$ cat src/sv/isa_pkg.sv
// shared types and constants for the id slot allocator
`timescale 1ns / 1ps

package isa_pkg;

   localparam int ID_W       = 32;
   localparam int KIND_W     = 2;
   localparam int STATUS_W   = 2;
   localparam int SLOT_IDX_W = 6;
   localparam int RSP_DATA_W = 40;

   // request kinds, any code other than allocate or release acts as lookup
   localparam logic [KIND_W-1:0] KIND_ALLOC   = 2'd0;
   localparam logic [KIND_W-1:0] KIND_RELEASE = 2'd2;

   localparam logic [STATUS_W-1:0] STATUS_OK        = 2'd0;
   localparam logic [STATUS_W-1:0] STATUS_FULL      = 2'd1;
   localparam logic [STATUS_W-1:0] STATUS_NOT_FOUND = 2'd2;

   typedef enum logic [2:0] {
      S_CLEAR,
      S_IDLE,
      S_ALLOC_CHK,
      S_MOD_MUL,
      S_MOD_SUB,
      S_LOOK_RD,
      S_LOOK_CHK
   } isa_state_type;

   typedef struct packed {
      logic clear_step;
      logic load_req;
      logic read_cur;
      logic probe_step;
      logic alloc_full;
      logic alloc_grant;
      logic mod_mul;
      logic mod_sub;
      logic read_look;
      logic look_done;
   } isa_cmd_type;

   typedef struct packed {
      logic clear_last;
      logic req_alloc;
      logic out_free;
      logic slot_busy;
      logic lap_done;
   } isa_stat_type;

endpackage

$ cat src/sv/isa_ctrl.sv
// controller state machine of the id slot allocator
`timescale 1ns / 1ps

module isa_ctrl import isa_pkg::*; (
   input  logic         clock,
   input  logic         reset,
   input  logic         req_tvalid,
   output logic         req_tready,
   input  isa_stat_type stat,
   output isa_cmd_type  cmd
);

   isa_state_type state_ff;
   isa_state_type state_in;

   always_ff @(posedge clock) begin
      if (reset) begin
         state_ff <= S_CLEAR;
      end else begin
         state_ff <= state_in;
      end
   end

   always_comb begin
      state_in   = state_ff;
      cmd        = '0;
      req_tready = 1'b0;
      unique case (state_ff)
         S_CLEAR: begin
            cmd.clear_step = 1'b1;
            if (stat.clear_last) begin
               state_in = S_IDLE;
            end
         end
         S_IDLE: begin
            req_tready = 1'b1;
            if (req_tvalid) begin
               cmd.load_req = 1'b1;
               if (stat.req_alloc) begin
                  cmd.read_cur = 1'b1;
                  state_in     = S_ALLOC_CHK;
               end else begin
                  state_in = S_MOD_MUL;
               end
            end
         end
         S_ALLOC_CHK: begin
            // occupied slots advance the counter without touching the output
            priority if (stat.slot_busy && !stat.lap_done) begin
               cmd.probe_step = 1'b1;
            end else if (stat.out_free) begin
               if (stat.slot_busy) begin
                  cmd.alloc_full = 1'b1;
               end else begin
                  cmd.alloc_grant = 1'b1;
               end
               state_in = S_IDLE;
            end else begin
               state_in = S_ALLOC_CHK;
            end
         end
         S_MOD_MUL: begin
            cmd.mod_mul = 1'b1;
            state_in    = S_MOD_SUB;
         end
         S_MOD_SUB: begin
            cmd.mod_sub = 1'b1;
            state_in    = S_LOOK_RD;
         end
         S_LOOK_RD: begin
            cmd.read_look = 1'b1;
            state_in      = S_LOOK_CHK;
         end
         S_LOOK_CHK: begin
            if (stat.out_free) begin
               cmd.look_done = 1'b1;
               state_in      = S_IDLE;
            end
         end
         default: begin
            state_in = S_CLEAR;
         end
      endcase
   end

endmodule

$ cat src/sv/isa_datapath.sv
// datapath of the id slot allocator: counter, slot table, modulo unit, result register
`timescale 1ns / 1ps

module isa_datapath import isa_pkg::*; #(
   parameter int SLOTS = 64
) (
   input  logic                  clock,
   input  logic                  reset,
   input  isa_cmd_type           cmd,
   output isa_stat_type          stat,
   input  logic [KIND_W-1:0]     req_kind,
   input  logic [ID_W-1:0]       req_id,
   input  logic                  rsp_tready,
   output logic                  rsp_tvalid,
   output logic [STATUS_W-1:0]   rsp_status,
   output logic [ID_W-1:0]       rsp_new_id,
   output logic [SLOT_IDX_W-1:0] rsp_slot
);

   localparam int SLOT_W  = $clog2(SLOTS);
   localparam int REM_W   = SLOT_W + 1;
   localparam int ENTRY_W = ID_W + 1;
   localparam int PROD_W  = 2 * ID_W;

   localparam logic [ID_W-1:0]   RECIP         = ID_W'((64'd1 << ID_W) / SLOTS);
   localparam logic [ID_W-1:0]   SLOTS_ID      = ID_W'(SLOTS);
   localparam logic [REM_W-1:0]  SLOTS_REM     = REM_W'(SLOTS);
   localparam logic [SLOT_W-1:0] SLOT_LAST     = SLOT_W'(SLOTS - 1);
   localparam logic [ID_W-1:0]   COUNTER_RESET = ID_W'(1);
   localparam logic [SLOT_W-1:0] CSLOT_RESET   = SLOT_W'(1);

   // slot table entry: owner id with the occupied bit on top
   logic [ENTRY_W-1:0] slot_mem [SLOTS];

   logic [ID_W-1:0]     counter_ff;
   logic [SLOT_W-1:0]   cslot_ff;
   logic [SLOT_W-1:0]   cslot_next;
   logic [SLOT_W-1:0]   start_ff;
   logic [SLOT_W-1:0]   clr_idx_ff;
   logic [ID_W-1:0]     id_ff;
   logic [KIND_W-1:0]   kind_ff;
   logic [ID_W-1:0]     q_est_ff;
   logic [REM_W-1:0]    rem_ff;
   logic [SLOT_W-1:0]   lslot_ff;
   logic [ENTRY_W-1:0]  rd_data_ff;

   logic [PROD_W-1:0]   recip_prod;
   logic [PROD_W-1:0]   qs_prod;
   logic [ID_W-1:0]     rem_diff;
   logic [SLOT_W-1:0]   look_slot;

   logic                rd_en;
   logic [SLOT_W-1:0]   rd_addr;
   logic                wr_en;
   logic [SLOT_W-1:0]   wr_addr;
   logic [ENTRY_W-1:0]  wr_data;

   logic                rd_valid;
   logic [ID_W-1:0]     rd_owner;
   logic                hit;

   logic                rsp_valid_ff;
   logic [STATUS_W-1:0] rsp_status_ff;
   logic [ID_W-1:0]     rsp_new_id_ff;
   logic [SLOT_W-1:0]   rsp_slot_ff;
   logic                emit;
   logic [STATUS_W-1:0] rsp_status_in;
   logic [ID_W-1:0]     rsp_new_id_in;
   logic [SLOT_W-1:0]   rsp_slot_in;
   logic [SLOT_W+SLOT_IDX_W-1:0] rsp_slot_wide;

   assign rd_valid = rd_data_ff[ID_W];
   assign rd_owner = rd_data_ff[ID_W-1:0];
   assign hit      = rd_valid && (rd_owner == id_ff);

   // counter slot follows counter mod SLOTS, also across the 32-bit wrap
   always_comb begin
      priority if (counter_ff == '1) begin
         cslot_next = '0;
      end else if (cslot_ff == SLOT_LAST) begin
         cslot_next = '0;
      end else begin
         cslot_next = cslot_ff + 1'b1;
      end
   end

   // id mod SLOTS: reciprocal estimate is at most one short, one correction
   assign recip_prod = {{ID_W{1'b0}}, id_ff} * {{ID_W{1'b0}}, RECIP};
   assign qs_prod    = {{ID_W{1'b0}}, q_est_ff} * {{ID_W{1'b0}}, SLOTS_ID};
   assign rem_diff   = id_ff - qs_prod[ID_W-1:0];
   assign look_slot  = (rem_ff >= SLOTS_REM) ? SLOT_W'(rem_ff - SLOTS_REM)
                                             : rem_ff[SLOT_W-1:0];

   always_comb begin
      rd_en   = cmd.read_cur | cmd.probe_step | cmd.read_look;
      rd_addr = cslot_ff;
      priority if (cmd.probe_step) begin
         rd_addr = cslot_next;
      end else if (cmd.read_look) begin
         rd_addr = look_slot;
      end else begin
         rd_addr = cslot_ff;
      end
   end

   always_comb begin
      wr_en   = 1'b0;
      wr_addr = clr_idx_ff;
      wr_data = '0;
      priority if (cmd.clear_step) begin
         wr_en = 1'b1;
      end else if (cmd.alloc_grant) begin
         wr_en   = 1'b1;
         wr_addr = cslot_ff;
         wr_data = {1'b1, counter_ff};
      end else if (cmd.look_done && hit && (kind_ff == KIND_RELEASE)) begin
         wr_en   = 1'b1;
         wr_addr = lslot_ff;
         wr_data = {1'b0, rd_owner};
      end else begin
         wr_en = 1'b0;
      end
   end

   always_ff @(posedge clock) begin
      if (wr_en) begin
         slot_mem[wr_addr] <= wr_data;
      end
      if (rd_en) begin
         rd_data_ff <= slot_mem[rd_addr];
      end
   end

   always_ff @(posedge clock) begin
      if (reset) begin
         counter_ff <= COUNTER_RESET;
         cslot_ff   <= CSLOT_RESET;
         clr_idx_ff <= '0;
      end else begin
         if (cmd.probe_step || cmd.alloc_full || cmd.alloc_grant) begin
            counter_ff <= counter_ff + 1'b1;
            cslot_ff   <= cslot_next;
         end
         if (cmd.clear_step) begin
            clr_idx_ff <= clr_idx_ff + 1'b1;
         end
      end
   end

   always_ff @(posedge clock) begin
      if (cmd.load_req) begin
         id_ff    <= req_id;
         kind_ff  <= req_kind;
         start_ff <= cslot_ff;
      end
      if (cmd.mod_mul) begin
         q_est_ff <= recip_prod[PROD_W-1:ID_W];
      end
      if (cmd.mod_sub) begin
         rem_ff <= rem_diff[REM_W-1:0];
      end
      if (cmd.read_look) begin
         lslot_ff <= look_slot;
      end
   end

   // result register
   always_comb begin
      emit          = cmd.alloc_grant | cmd.alloc_full | cmd.look_done;
      rsp_status_in = STATUS_OK;
      rsp_new_id_in = '0;
      rsp_slot_in   = lslot_ff;
      priority if (cmd.alloc_grant) begin
         rsp_new_id_in = counter_ff;
         rsp_slot_in   = cslot_ff;
      end else if (cmd.alloc_full) begin
         rsp_status_in = STATUS_FULL;
         rsp_slot_in   = start_ff;
      end else if (!hit) begin
         rsp_status_in = STATUS_NOT_FOUND;
      end else begin
         rsp_status_in = STATUS_OK;
      end
   end

   always_ff @(posedge clock) begin
      if (reset) begin
         rsp_valid_ff <= 1'b0;
      end else if (emit) begin
         rsp_valid_ff <= 1'b1;
      end else if (rsp_tready) begin
         rsp_valid_ff <= 1'b0;
      end
   end

   always_ff @(posedge clock) begin
      if (emit) begin
         rsp_status_ff <= rsp_status_in;
         rsp_new_id_ff <= rsp_new_id_in;
         rsp_slot_ff   <= rsp_slot_in;
      end
   end

   assign rsp_slot_wide = {{SLOT_IDX_W{1'b0}}, rsp_slot_ff};

   assign rsp_tvalid = rsp_valid_ff;
   assign rsp_status = rsp_status_ff;
   assign rsp_new_id = rsp_new_id_ff;
   assign rsp_slot   = rsp_slot_wide[SLOT_IDX_W-1:0];

   assign stat.clear_last = (clr_idx_ff == SLOT_LAST);
   assign stat.req_alloc  = (req_kind == KIND_ALLOC);
   assign stat.out_free   = !rsp_valid_ff || rsp_tready;
   assign stat.slot_busy  = rd_valid;
   assign stat.lap_done   = (cslot_next == start_ff);

endmodule

$ cat src/sv/id_slot_allocator_core.sv
// top level of the id slot allocator
`timescale 1ns / 1ps
//
//  channel | dir | tdata                          | tuser
//  --------+-----+--------------------------------+---------------
//  req_    | in  | id[31:0]                       | kind[1:0]
//  rsp_    | out | new_id[31:0], slot_index[37:32] | status[1:0]
//
//  lookup and release run a modulo multiply, correction and one registered table
//  read. allocate skips occupied slots one by one; a full table ends after a whole
//  lap of the table. one table read port sets the pace.
//  after reset the table is swept clean, req_tready stays low.
//  a result waiting in the output register does not block the next request;
//  only the final step of a request waits for rsp_tready.

module id_slot_allocator_core import isa_pkg::*; #(
   parameter int SLOTS = 64
) (
   input  logic                  clock,
   input  logic                  reset,
   input  logic                  req_tvalid,
   output logic                  req_tready,
   input  logic [ID_W-1:0]       req_tdata,  // id
   input  logic [KIND_W-1:0]     req_tuser,  // kind
   output logic                  rsp_tvalid,
   input  logic                  rsp_tready,
   output logic [RSP_DATA_W-1:0] rsp_tdata,  // new_id, slot_index, zero pad
   output logic [STATUS_W-1:0]   rsp_tuser   // status
);

   localparam int RSP_PAD_W = RSP_DATA_W - SLOT_IDX_W - ID_W;

   isa_cmd_type           cmd;
   isa_stat_type          stat;
   logic [STATUS_W-1:0]   rsp_status;
   logic [ID_W-1:0]       rsp_new_id;
   logic [SLOT_IDX_W-1:0] rsp_slot;

   isa_ctrl u_ctrl (
      .clock      (clock),
      .reset      (reset),
      .req_tvalid (req_tvalid),
      .req_tready (req_tready),
      .stat       (stat),
      .cmd        (cmd)
   );

   isa_datapath #(
      .SLOTS (SLOTS)
   ) u_datapath (
      .clock      (clock),
      .reset      (reset),
      .cmd        (cmd),
      .stat       (stat),
      .req_kind   (req_tuser),
      .req_id     (req_tdata),
      .rsp_tready (rsp_tready),
      .rsp_tvalid (rsp_tvalid),
      .rsp_status (rsp_status),
      .rsp_new_id (rsp_new_id),
      .rsp_slot   (rsp_slot)
   );

   assign rsp_tdata = {{RSP_PAD_W{1'b0}}, rsp_slot, rsp_new_id};
   assign rsp_tuser = rsp_status;

endmodule

$ cat config.mk
export PLATFORM = sky130hd
export DESIGN_NAME = id_slot_allocator_core
export DESIGN_NICKNAME = d
export VERILOG_FILES = /design/src/sv/isa_pkg.sv /design/src/sv/isa_ctrl.sv /design/src/sv/isa_datapath.sv /design/src/sv/id_slot_allocator_core.sv
export SDC_FILE = /design/constraint.sdc
export NUM_CORES = 2
export LEC_CHECK = 0
export CORE_MARGIN = 2
export CORE_UTILIZATION = 44
export CTS_CLUSTER_DIAMETER = 60
export CTS_CLUSTER_SIZE = 28
export DETAILED_ROUTE_END_ITERATION = 10
export DONT_BUFFER_PORTS = 1
export GPL_TIMING_DRIVEN = 0
export SLEW_MARGIN = 20
export SYNTH_ARGS = -nofsm -noshare
export SYNTH_HDL_FRONTEND = slang
export SYNTH_SLANG_ARGS = --single-unit
$ cat constraint.sdc
create_clock -name clock -period 13.05 [get_ports clock]
set_clock_uncertainty 0.2 [all_clocks]
set_input_delay 1.305 -clock clock [delete_from_list [all_inputs] [get_ports clock]]
set_output_delay 1.305 -clock clock [all_outputs]
set_load 0.05 [all_outputs]
==> summary.txt <==
Run status
  – Outcome: completed

Layout
  – Multi-input logic area: 0.0209 mm^2
  – Total Nets Final: 6406
  – FILL cells: 16900
  – Post-route cell area: between 0.1 and 0.15 mm^2
  – Synth-to-Final Area Change: 14.4%
  – Reg area: 0.0681 mm^2
  – Layout cells sized above 1: 12.1%

Synth
  – YS warnings: 0
  – Synthesized instance count: 6063
  – Asr flop ratio synth: 0%
  – EDFF count, synth: about 2200
  – Synth cell types: 76
  – Leading area contributor after synthesis: edfxtp_1
  – Sequential share of the synthesized area: 75.7%
  – Top post-synthesis cells by area: edfxtp_1 75%, mux2i_1 5.8%, nand2_1 4.7%, nand3_1 2.0%, o221ai_1 1.3%
  – Post-synth top flop: edfxtp_1
  – Flops & latches, synth: 2285
  – Yosys top cell area share: 74.6%
  – Syn_area_per_cell: 14.9 um^2
  – Netlist Area Pre-Place: 0.0900 mm^2
  – Count leader, synth: edfxtp_1
  – Synth top cells by count: 2237 x edfxtp_1, 1138 x nand2_1, 525 x mux2i_1

GRT
  – Initial antenna violation count: 35
  – Largest net degree at the start of global routing: 65
  – Gr usage total: 31.2%
  – Number of global-route vias before repair: 53100
  – GRT overflow: 0
  – First-pass GRT wire length: 446000 um

Floorplanning
  – # IOs: a little over 80
  – Die area: 0.208 mm^2
  – Die W: 456 um
  – Core area: around 0.20 mm^2
  – Initial core utilization: 44.2%
  – Row count: ~170
  – DIE HEIGHT: 456 um

Worst setup path
  – Critical Setup Path Class: reg -> reg
  – Crit path required time: 13.44 ns
  – FF-to-FF Start: u_datapath.counter_ff[24]$_SDFFE_PP0P_
  – FF-to-FF End: u_datapath.rd_data_ff[16]$_DFFE_PP_
  – Worst EP arrival: 8.23 ns
  – Cell count of the worst reg-to-reg path: 14
  – Flop2flop setup slack: 5.21 ns
  – Setup crit end kind: register
  – Crit path launch type: register
  – CP max FO: 10

Placed design
  – PortBufs: 0
  – Area post-placement: 0.0979 mm^2
  – Gp weighted congestion: 1.03
  – Hpwl dp: 234000 um

Power
  – Peak VDD IR: 0.149 mV
  – Static Leak: ~32 nW
  – Pwr Density: 128 mW/mm^2

STA
  – Final-report hold violation count: 0
  – Slew of the pin with the lowest slew margin: 1.38 ns
  – Slew headroom: 7.42%
  – Max Clock Freq: 127 MHz
  – Tcrit/Tclk final: between 60% and 70%
  – Max Slew Vio Count: 0
  – Setup TNS: 0 ns
  – Final setup fails: 0
  – Final min period: 7.84 ns
  – RSZ-0062 raised after global routing: no

Route
  – Vias: between 50000 and 60000
  – Wire length per cell: 36.1 um
  – Drt pass-1 iters: 7
  – Initial drt markers: about 11000
  – Final wirelength: roughly 330000 um
  – Post-route ant nets: 0
  – Vias per inst: 6.33
  – # DRC: 0

Clock network
  – TritonCTS clock tree: done
  – H-tree levels: 4
  – CTS max path bufs: 3
  – CTS Root Cell: clkbuf_16
  – CTS Sinks: 2285
  – Post-CTS Hold Buffers: 0
  – Post-CTS setup buffers: 0
  – Cts bufs inserted: 144
  – Clk_lat worst skew: 0.87 ns
  – CTS clk-pin slew, worst paths: 0.11 ns
  – PostCTS Resize Cnt: 0

Min path
  – Hold path depth: 0
  – Worst Min Path Start: u_datapath.cslot_ff[4]$_SDFFE_PP0P_
  – WHS Endpoint: u_datapath.start_ff[4]$_DFFE_PP_
  – Worst Hold Class: reg -> reg

Flow run
  – Max-cap violations: 0
state kept, by name, indices dropped and copies added (netlist names), 32 cells and up:
register               flops
u_datapath.counter_ff     32
u_datapath.id_ff          32
u_datapath.rd_data_ff     33
u_datapath.rsp_new_id     32
u_datapath.slot_mem     2112
stage by stage:
step	util (%)	hold WS [ns]	power [mW]	worst slack, ns	cells
2_1_floorplan	-	0.203	8.19	7.55	6064
3_3_place_gp	45.8	0.208	8.24	3.91	8752
3_5_place_dp	48.0	0.210	8.26	5.61	8907
4_1_cts	50.5	0.230	13.2	5.59	9175
5_1_grt	50.5	0.239	13.5	5.41	9181
6_report	50.5	0.233	13.2	5.21	9196
worst max-delay path by stage:
| stage | from | to | slack [ns] | depth (start not counted) |
|---|---|---|---|---|
| after floorplan | rsp_tready | u_datapath.slot_mem[5][0]$_DFFE_PP_ | 7.55 | 11 |
| after detailed placement | u_datapath.counter_ff[24]$_SDFFE_PP0P_ | u_datapath.rd_data_ff[9]$_DFFE_PP_ | 5.61 | 15 |
| final | u_datapath.counter_ff[24]$_SDFFE_PP0P_ | u_datapath.rd_data_ff[16]$_DFFE_PP_ | 5.21 | 14 |
| after global routing | u_datapath.counter_ff[24]$_SDFFE_PP0P_ | u_datapath.rd_data_ff[12]$_DFFE_PP_ | 5.41 | 15 |
| after CTS | u_datapath.counter_ff[24]$_SDFFE_PP0P_ | u_datapath.rd_data_ff[9]$_DFFE_PP_ | 5.59 | 15 |
| after global placement | rsp_tready | u_datapath.slot_mem[57][25]$_DFFE_PP_ | 3.91 | 9 |
layout make-up:
cell class,instances,share of cell area [%]
plain buffers,376,1.79
well taps,2688,3.26
inverters,14,0.0510
clock buffers,154,3.60
flip-flops and latches,2285,66.1
repair buffers,155,3.51
clock inverters,114,1.29
diodes,21,0.0510
multi-input cells,3389,20.3
power by group:
part           internal, mW  switching [mW]
clock network          2.34            2.75
registers              7.96         0.00948
logic                0.0319           0.101
per-layer routing:
metal	up-vias	wire [um]	track usage, %
li1	23800	-	-
met1	29500	125000	42.4
met2	4208	142000	45.2
met3	757	41800	8.01
met4	8	23700	19.2
met5	-	41	0
kinds of logic (layout without fill, tap and decap cells):
logic type               after synthesis  in the layout  synth area share (%)
AND/OR/NAND/NOR                     2024           2024                  9.95
multiplexers                         550            550                  6.21
adder cells (fa/ha/maj)                3              3                0.0417
XOR/XNOR                              63             63                 0.628
flip-flops                          2285           2285                  75.7
buffers and inverters                390            813                  2.09
other                                  1             23               0.00416
AO/OA/AOI/OAI                        747            747                  5.42
layout by cell type, fill, tap and decap left out, types with 67 or more instances in the layout:
master / n
edfxtp_1: 2237
nand2_1: 1137
mux2i_1: 523
nand3_1: 366
a21oi_1: 216
buf_2: 159
clkbuf_1: 156
clkbuf_16: 147
a31oi_1: 140
o221ai_1: 133
nor3_1: 114
o22ai_1: 96
nor2_1: 82
buf_12: 82
buf_16: 71
nor4_1: 67
critical path: stages, from the launching register on:
cell,delay [ns]
dfxtp_1,0.40
nand4_1,0.17
nor3_1,0.71
and3_1,0.25
buf_4,0.15
o211ai_1,0.10
a2111o_1,0.47
o21ai_2,0.42
mux2i_2,0.76
clkbuf_1,0.72
clkbuf_1,1.03
o221ai_1,0.36
a31oi_1,1.03
nor3_1,0.10
or4_1,0.66
No activity file was read; power rests on OpenSTA's default activity.
